**src/sv/ckh_pkg.sv**
```systemverilog
// Shared types and constants for the cuckoo hash set.
package ckh_pkg;

  // Key width is fixed by the item format.
  localparam int KEY_W = 32;
  localparam int LIMIT_W = 8;
  localparam int DEFAULT_SLOTS = 1024;
  localparam logic [LIMIT_W-1:0] KICK_LIMIT_RESET = 8'd32;

  // Operation codes; the unused code acts as a find.
  localparam logic [1:0] OP_FIND = 2'd0;
  localparam logic [1:0] OP_ERASE = 2'd1;
  localparam logic [1:0] OP_INSERT = 2'd2;

  typedef enum logic [1:0] {
    STATUS_DONE = 2'd0,
    STATUS_ABSENT = 2'd1,
    STATUS_DUP = 2'd2,
    STATUS_FULL = 2'd3
  } status_t;

  typedef enum logic [1:0] {
    ST_CLEAR,
    ST_IDLE,
    ST_LOOK,
    ST_KICK
  } state_t;

  typedef struct packed {
    logic [1:0] op;
    logic [KEY_W-1:0] key;
  } in_item_t;

  typedef struct packed {
    logic found;
    status_t status;
    logic [KEY_W-1:0] homeless_key;
  } out_item_t;

  // One table slot: occupied flag and stored key.
  typedef struct packed {
    logic valid;
    logic [KEY_W-1:0] key;
  } entry_t;

  // Port strobes of one table memory.
  typedef struct packed {
    logic we;
    logic re;
  } tbl_ctl_t;

endpackage

```
**src/sv/ckh_ctrl.sv**
```systemverilog
// Sequencer of the hash set: clear pass, lookup, erase, insert and kick chain.
module ckh_ctrl
  import ckh_pkg::*;
#(
  parameter int SLOTS = DEFAULT_SLOTS
) (
  input  logic                     clk,
  input  logic                     rst_n,
  input  logic                     in_valid,
  output logic                     in_stall,
  input  in_item_t                 in_data,
  output logic                     out_valid,
  input  logic                     out_stall,
  output out_item_t                out_data,
  input  logic                     cfg_valid,
  output logic                     cfg_ready,
  input  logic [LIMIT_W-1:0]       cfg_data,
  output tbl_ctl_t                 t1_ctl,
  output logic [$clog2(SLOTS)-1:0] t1_waddr,
  output entry_t                   t1_wdata,
  output logic [$clog2(SLOTS)-1:0] t1_raddr,
  input  entry_t                   t1_rdata,
  output tbl_ctl_t                 t2_ctl,
  output logic [$clog2(SLOTS)-1:0] t2_waddr,
  output entry_t                   t2_wdata,
  output logic [$clog2(SLOTS)-1:0] t2_raddr,
  input  entry_t                   t2_rdata
);

  localparam int IDX_BITS = $clog2(SLOTS);
  localparam logic [IDX_BITS-1:0] LAST_IDX = IDX_BITS'(SLOTS - 1);

  state_t state_r, state_nxt;
  logic [IDX_BITS-1:0] clr_r, clr_nxt;
  logic [1:0] op_r, op_nxt;
  logic [KEY_W-1:0] key_r, key_nxt;
  logic [KEY_W-1:0] hand_r, hand_nxt;
  logic to_second_r, to_second_nxt;
  logic [LIMIT_W-1:0] kicks_r, kicks_nxt;
  logic [LIMIT_W-1:0] kick_limit_r;
  logic out_valid_r, out_valid_nxt;
  out_item_t out_data_r, out_data_nxt;

  logic can_emit;
  logic hit1, hit2;
  entry_t old;

  // Home slots in each table: low index bits, then the next index bits.
  function automatic logic [IDX_BITS-1:0] idx_first(input logic [KEY_W-1:0] k);
    return k[IDX_BITS-1:0];
  endfunction

  function automatic logic [IDX_BITS-1:0] idx_second(input logic [KEY_W-1:0] k);
    return k[2*IDX_BITS-1:IDX_BITS];
  endfunction

  function automatic out_item_t result(input logic f, input status_t s,
                                       input logic [KEY_W-1:0] h);
    out_item_t r;
    r.found = f;
    r.status = s;
    r.homeless_key = h;
    return r;
  endfunction

  assign cfg_ready = 1'b1;
  assign out_valid = out_valid_r;
  assign out_data = out_data_r;

  // A new result may be loaded when the output register is empty or draining.
  assign can_emit = !out_valid_r || !out_stall;
  assign hit1 = t1_rdata.valid && (t1_rdata.key == key_r);
  assign hit2 = t2_rdata.valid && (t2_rdata.key == key_r);
  assign old = to_second_r ? t2_rdata : t1_rdata;

  // Configuration register.
  always_ff @(posedge clk) begin
    if (!rst_n) begin
      kick_limit_r <= KICK_LIMIT_RESET;
    end else if (cfg_valid && cfg_ready) begin
      kick_limit_r <= cfg_data;
    end
  end

  // Control registers.
  always_ff @(posedge clk) begin
    if (!rst_n) begin
      state_r <= ST_CLEAR;
      clr_r <= '0;
      out_valid_r <= 1'b0;
    end else begin
      state_r <= state_nxt;
      clr_r <= clr_nxt;
      out_valid_r <= out_valid_nxt;
    end
  end

  // Payload registers.
  always_ff @(posedge clk) begin
    op_r <= op_nxt;
    key_r <= key_nxt;
    hand_r <= hand_nxt;
    to_second_r <= to_second_nxt;
    kicks_r <= kicks_nxt;
    out_data_r <= out_data_nxt;
  end

  // Next state, memory strobes and result.
  always_comb begin
    state_nxt = state_r;
    clr_nxt = clr_r;
    op_nxt = op_r;
    key_nxt = key_r;
    hand_nxt = hand_r;
    to_second_nxt = to_second_r;
    kicks_nxt = kicks_r;
    out_valid_nxt = out_valid_r && out_stall;
    out_data_nxt = out_data_r;
    in_stall = 1'b1;
    t1_ctl = '0;
    t2_ctl = '0;
    t1_waddr = idx_first(key_r);
    t2_waddr = idx_second(key_r);
    t1_wdata = '0;
    t2_wdata = '0;
    t1_raddr = idx_first(in_data.key);
    t2_raddr = idx_second(in_data.key);

    unique case (state_r)
      // Sweep both tables once after reset, marking every slot empty.
      ST_CLEAR: begin
        t1_ctl.we = 1'b1;
        t2_ctl.we = 1'b1;
        t1_waddr = clr_r;
        t2_waddr = clr_r;
        clr_nxt = clr_r + 1'b1;
        if (clr_r == LAST_IDX) begin
          state_nxt = ST_IDLE;
        end
      end

      // Take a beat and read both home slots.
      ST_IDLE: begin
        in_stall = 1'b0;
        if (in_valid) begin
          t1_ctl.re = 1'b1;
          t2_ctl.re = 1'b1;
          op_nxt = in_data.op;
          key_nxt = in_data.key;
          state_nxt = ST_LOOK;
        end
      end

      // Home slot contents are here: decide the operation.
      ST_LOOK: begin
        if (can_emit) begin
          state_nxt = ST_IDLE;
          if (op_r == OP_ERASE) begin
            if (hit1) begin
              t1_ctl.we = 1'b1;
            end else if (hit2) begin
              t2_ctl.we = 1'b1;
            end
            out_valid_nxt = 1'b1;
            out_data_nxt = result(hit1 || hit2,
                                  (hit1 || hit2) ? STATUS_DONE : STATUS_ABSENT, '0);
          end else if (op_r != OP_INSERT) begin
            out_valid_nxt = 1'b1;
            out_data_nxt = result(hit1 || hit2,
                                  (hit1 || hit2) ? STATUS_DONE : STATUS_ABSENT, '0);
          end else if (hit1 || hit2) begin
            out_valid_nxt = 1'b1;
            out_data_nxt = result(1'b1, STATUS_DUP, '0);
          end else if (!t1_rdata.valid) begin
            t1_ctl.we = 1'b1;
            t1_wdata = '{valid: 1'b1, key: key_r};
            out_valid_nxt = 1'b1;
            out_data_nxt = result(1'b0, STATUS_DONE, '0);
          end else if (!t2_rdata.valid) begin
            t2_ctl.we = 1'b1;
            t2_wdata = '{valid: 1'b1, key: key_r};
            out_valid_nxt = 1'b1;
            out_data_nxt = result(1'b0, STATUS_DONE, '0);
          end else begin
            // Both homes taken: start the chain in the second table, whose
            // slot content is still held in its read register.
            hand_nxt = key_r;
            to_second_nxt = 1'b1;
            kicks_nxt = '0;
            state_nxt = ST_KICK;
          end
        end
      end

      // One swap per cycle while the output register can take a result: place the
      // key in hand, pick up the old one and read its slot in the other table.
      ST_KICK: begin
        if (can_emit) begin
          if (kicks_r >= kick_limit_r) begin
            out_valid_nxt = 1'b1;
            out_data_nxt = result(1'b0, STATUS_FULL, hand_r);
            state_nxt = ST_IDLE;
          end else begin
            if (to_second_r) begin
              t2_ctl.we = 1'b1;
              t2_waddr = idx_second(hand_r);
              t2_wdata = '{valid: 1'b1, key: hand_r};
            end else begin
              t1_ctl.we = 1'b1;
              t1_waddr = idx_first(hand_r);
              t1_wdata = '{valid: 1'b1, key: hand_r};
            end
            kicks_nxt = kicks_r + 1'b1;
            if (!old.valid) begin
              out_valid_nxt = 1'b1;
              out_data_nxt = result(1'b0, STATUS_DONE, '0);
              state_nxt = ST_IDLE;
            end else if (old.key == key_r) begin
              out_valid_nxt = 1'b1;
              out_data_nxt = result(1'b0, STATUS_FULL, key_r);
              state_nxt = ST_IDLE;
            end else begin
              hand_nxt = old.key;
              to_second_nxt = !to_second_r;
              if (to_second_r) begin
                t1_ctl.re = 1'b1;
                t1_raddr = idx_first(old.key);
              end else begin
                t2_ctl.re = 1'b1;
                t2_raddr = idx_second(old.key);
              end
            end
          end
        end
      end

      default: begin
        state_nxt = ST_IDLE;
      end
    endcase
  end

endmodule

```
**config.mk**
```make
export PLATFORM = sky130hd
export DESIGN_NAME = ckh_ctrl
export DESIGN_NICKNAME = d
export VERILOG_FILES = /design/src/sv/ckh_pkg.sv /design/src/sv/ckh_ctrl.sv
export SDC_FILE = /design/constraint.sdc
export NUM_CORES = 1
export LEC_CHECK = 0
export BUFFER_PORTS_ARGS = -buffer_cell sky130_fd_sc_hd__clkbuf_2
export CAP_MARGIN = 10
export CORE_ASPECT_RATIO = 1.4
export CORE_MARGIN = 5
export CORE_UTILIZATION = 47
export CTS_CLUSTER_SIZE = 25
export DETAILED_ROUTE_END_ITERATION = 6
export PLACE_DENSITY = 0.86
export SYNTH_ARGS = -nofsm -noshare
export SYNTH_HDL_FRONTEND = slang
export SYNTH_SLANG_ARGS = --single-unit
```
**constraint.sdc**
```tcl
create_clock -name clk -period 5.5 [get_ports clk]
set_input_delay 0.55 -clock clk [delete_from_list [all_inputs] [get_ports clk]]
set_output_delay 0.55 -clock clk [all_outputs]
set_load 0.02 [all_outputs]
```
==> run metrics <==
clock tree root buffer cell=clkbuf_16; starting density of the core=47.4%; Syn Nets=901; cell with the largest stage delay on the worst path=edfxtp_1; num ports=261; commonest non-fill, non-tap cell in the layout=clkbuf_2; # Max-Cap Violations=0; Die Footprint=0.0208 mm2; Placed Area=0.00985 mm2; total DRC errors in the routed layout=0; Layout Area Growth over Synthesis=23.5%; Setup Buffers After CTS=0; Detailed Routing Iterations Pass 1=5; data arrival at the endpoint of the critical path=4.08 ns; # rows=58; Max transition margin=25.5%; transition time of the tightest slew-check pin=1.12 ns; Final Hold Viols=0; number of nets with antenna violations after routing=0; Final TNS setup=0 ns; vias after detailed routing=7342; area of the mapped netlist=0.00846 mm2; number of H-tree levels=4; TritonCTS Buffers=17; nets@finish=1119; type of the worst setup path=register to output pin; Critical Path Max Stage Delay=1.08 ns; Filler cells=1559; Tot GR Track Use=27.4%; count of different cell masters after synthesis=59; Vert. Die Dim=169 um; data required time of the critical path=4.95 ns; global-route wire length before repair=42800 um; fraction of layout instances using a drive strength above 1=33.7%; Clock Sinks=131; Async SR Flop Fraction=0%; crit path cell chain=buf_4 > mux2i_1 > xnor2_1 > nor4_1 > nand4_1 > nor2_4 > nor3_2 > buf_4 > mux2_1 > clkbuf_2; Crit Path Max Fanout=20; post-detailed-placement half-perimeter wirelength=22500 um; result of the run=complete, no violations; Final setup viols=0; power density normalized to cell area=253 mW/mm2; Final Instance Area=0.0104 mm2; iteration-0 DRC count of the detailed router=704; CTS tree=built; Hold WC Path Type=primary input to register; Period Utilization, post-route=84.2%; Routed wire per std cell=23.2 um; cell repeated most along the worst path=buf_4; remaining global-route overflow=0; f_max=0.216 GHz; register bit total from synthesis=131; IO buf count=259; Post-Syn Instances=773; IR Drop Worst-Case VDD=0.209 mV; cts hold-fix bufs=0; WL final=28900 um; Avg Synthesized Cell Area=10.9 um2; vias in the first global route=7373; area of the multi-input gates=0.00439 mm2; max-slew violations=0; setup slack at placement=1.35 ns; min setup slack post-route=0.869 ns; Max Root-Sink Buffers=2; largest net degree at the start of global routing=84; total of warnings raised by yosys=0; kind of capture point of the worst setup path=output pin; number of enable-type register cells in the synthesized netlist=110; storage element area=0.00372 mm2; launching element type of the critical path=register; clk_lat worst skew=0.41 ns; area of the core=0.0179 mm2; final weighted congestion in routability-driven placement=0.976; Post-Route Skew=0.00830 ns; time the worst path needs with I/O delays and setup=4.63 ns; Most used DFF post-synth=edfxtp_1; count of cells resized by post-cts repair=0; Static Leakage=4.48 nW; share of synthesized area occupied by flip-flops and latches=44.0%; most frequent cells in the layout=259 x clkbuf_2, 110 x edfxtp_1, 105 x a22o_1; die outline width=123 um; Vias/cell=5.90; number of antenna violations at the first check in global routing=1; clock-pin slew reported for the worst setup and hold paths after clock tree synthesis=0.06 ns; setup repair after global routing missed its margin=no
## critical path, delay by kind of cell (launching register included)
| family | cells | cell delay, ns |
|---|---|---|
| AND/OR/NAND/NOR | 4 | 0.98 |
| multiplexers | 2 | 0.63 |
| XOR/XNOR | 1 | 0.09 |
| buffers and inverters | 3 | 0.83 |
| flip-flops | 1 | 1.08 |
## synth_stat cells (4+ instances only)
library cell | number | share of area (%)
nor4_1 | 22 | 1.6
ha_1 | 15 | 2.2
nand3_1 | 19 | 1.1
and2_1 | 12 | 0.89
or3_1 | 5 | 0.37
buf_6 | 4 | 0.53
xnor2_1 | 38 | 3.9
a22o_1 | 105 | 11
a221o_1 | 18 | 2.1
dfxtp_1 | 21 | 5.0
nor2_1 | 64 | 2.8
xor2_1 | 73 | 7.6
and3_1 | 5 | 0.37
mux2i_1 | 40 | 4.7
mux2_4 | 18 | 3.2
nor4_2 | 4 | 0.59
buf_2 | 38 | 2.2
a21oi_1 | 36 | 2.1
edfxtp_1 | 110 | 39
nand2_1 | 19 | 0.84
buf_1 | 4 | 0.18
nand4_1 | 9 | 0.67
inv_1 | 14 | 0.62
nor3_1 | 5 | 0.30
clkbuf_1 | 24 | 1.1
## logic make-up (layout without fill, tap and decap cells)
group                      after synthesis  in the layout  share of synthesized area (%)
xor gates and xnor gates               111            111                           11.5
and+or+nand+nor                        179            179                           11.1
DFF                                    131            131                           44.0
adders and majority gates               15             15                           2.22
AOI/OAI and AO/OA                      187            187                           17.8
muxes                                   62             62                           8.49
buffers and inverters                   87            318                           4.84
other                                    1              2                         0.0443
## where the power goes
group | switching [mW] | leakage [nW] | total, mW | internal (mW)
combinational | 0.223 | 3.11 | 0.374 | 0.151
clock | 0.427 | 0.277 | 1.14 | 0.712
sequential | 0.0427 | 1.09 | 1.14 | 1.09
## metrics by stage
| stage | power (mW) | util (%) | hold WS (ns) | std cells |
|---|---|---|---|---|
| after global routing | 2.72 | 58.5 | 0.291 | 1245 |
| after CTS | 2.65 | 58.5 | 0.295 | 1244 |
| after detailed placement | 1.52 | 55.2 | 0.483 | 1212 |
| after floorplan | 1.37 | - | 0.459 | 773 |
| final | 2.65 | 58.5 | 0.308 | 1245 |
| after global placement | 1.52 | 55.2 | 0.477 | 1212 |
## sequential cells by signal, indices dropped and copies added, names as in the netlist
name          flops
out_data         35
hand_r           32
key_r            32
clr_r            10
kick_limit_r      8
kicks_r           8
op_r              2
state_r           2
out_valid         1
to_second_r       1
## metal layers
metal  GRT usage [%]  wire length [um]  share of wire (%)
met4            12.4              1300                4.5
met5               0                 0                  0
met3            4.65              2170                7.5
met2            47.1             14500                 50
met1            33.1             10900                 38
## layout make-up
type | count | share of cell area, %
sequential | 131 | 35.6
timing repair buffer | 271 | 13.3
antenna | 1 | 0.0240
tap | 240 | 2.87
clock buffer | 19 | 4.14
clock inverter | 13 | 1.53
inverter | 15 | 0.539
multi-input combinational | 555 | 42.0
## worst paths after layout
| check | start | endpoint | slack (ns) | depth (start not counted) |
|---|---|---|---|---|
| worst max-delay path | to_second_r | t1_raddr[9] | 0.87 | 10 |
| worst min-delay path | in_data[26] | key_r[26] | 0.31 | 1 |
| worst max register to register | to_second_r | out_data[26] | 1.42 | 9 |
| worst min register to register | kick_limit_r[5] | kick_limit_r[5] | 0.50 | 2 |
Power figures use the tool's default switching activity.
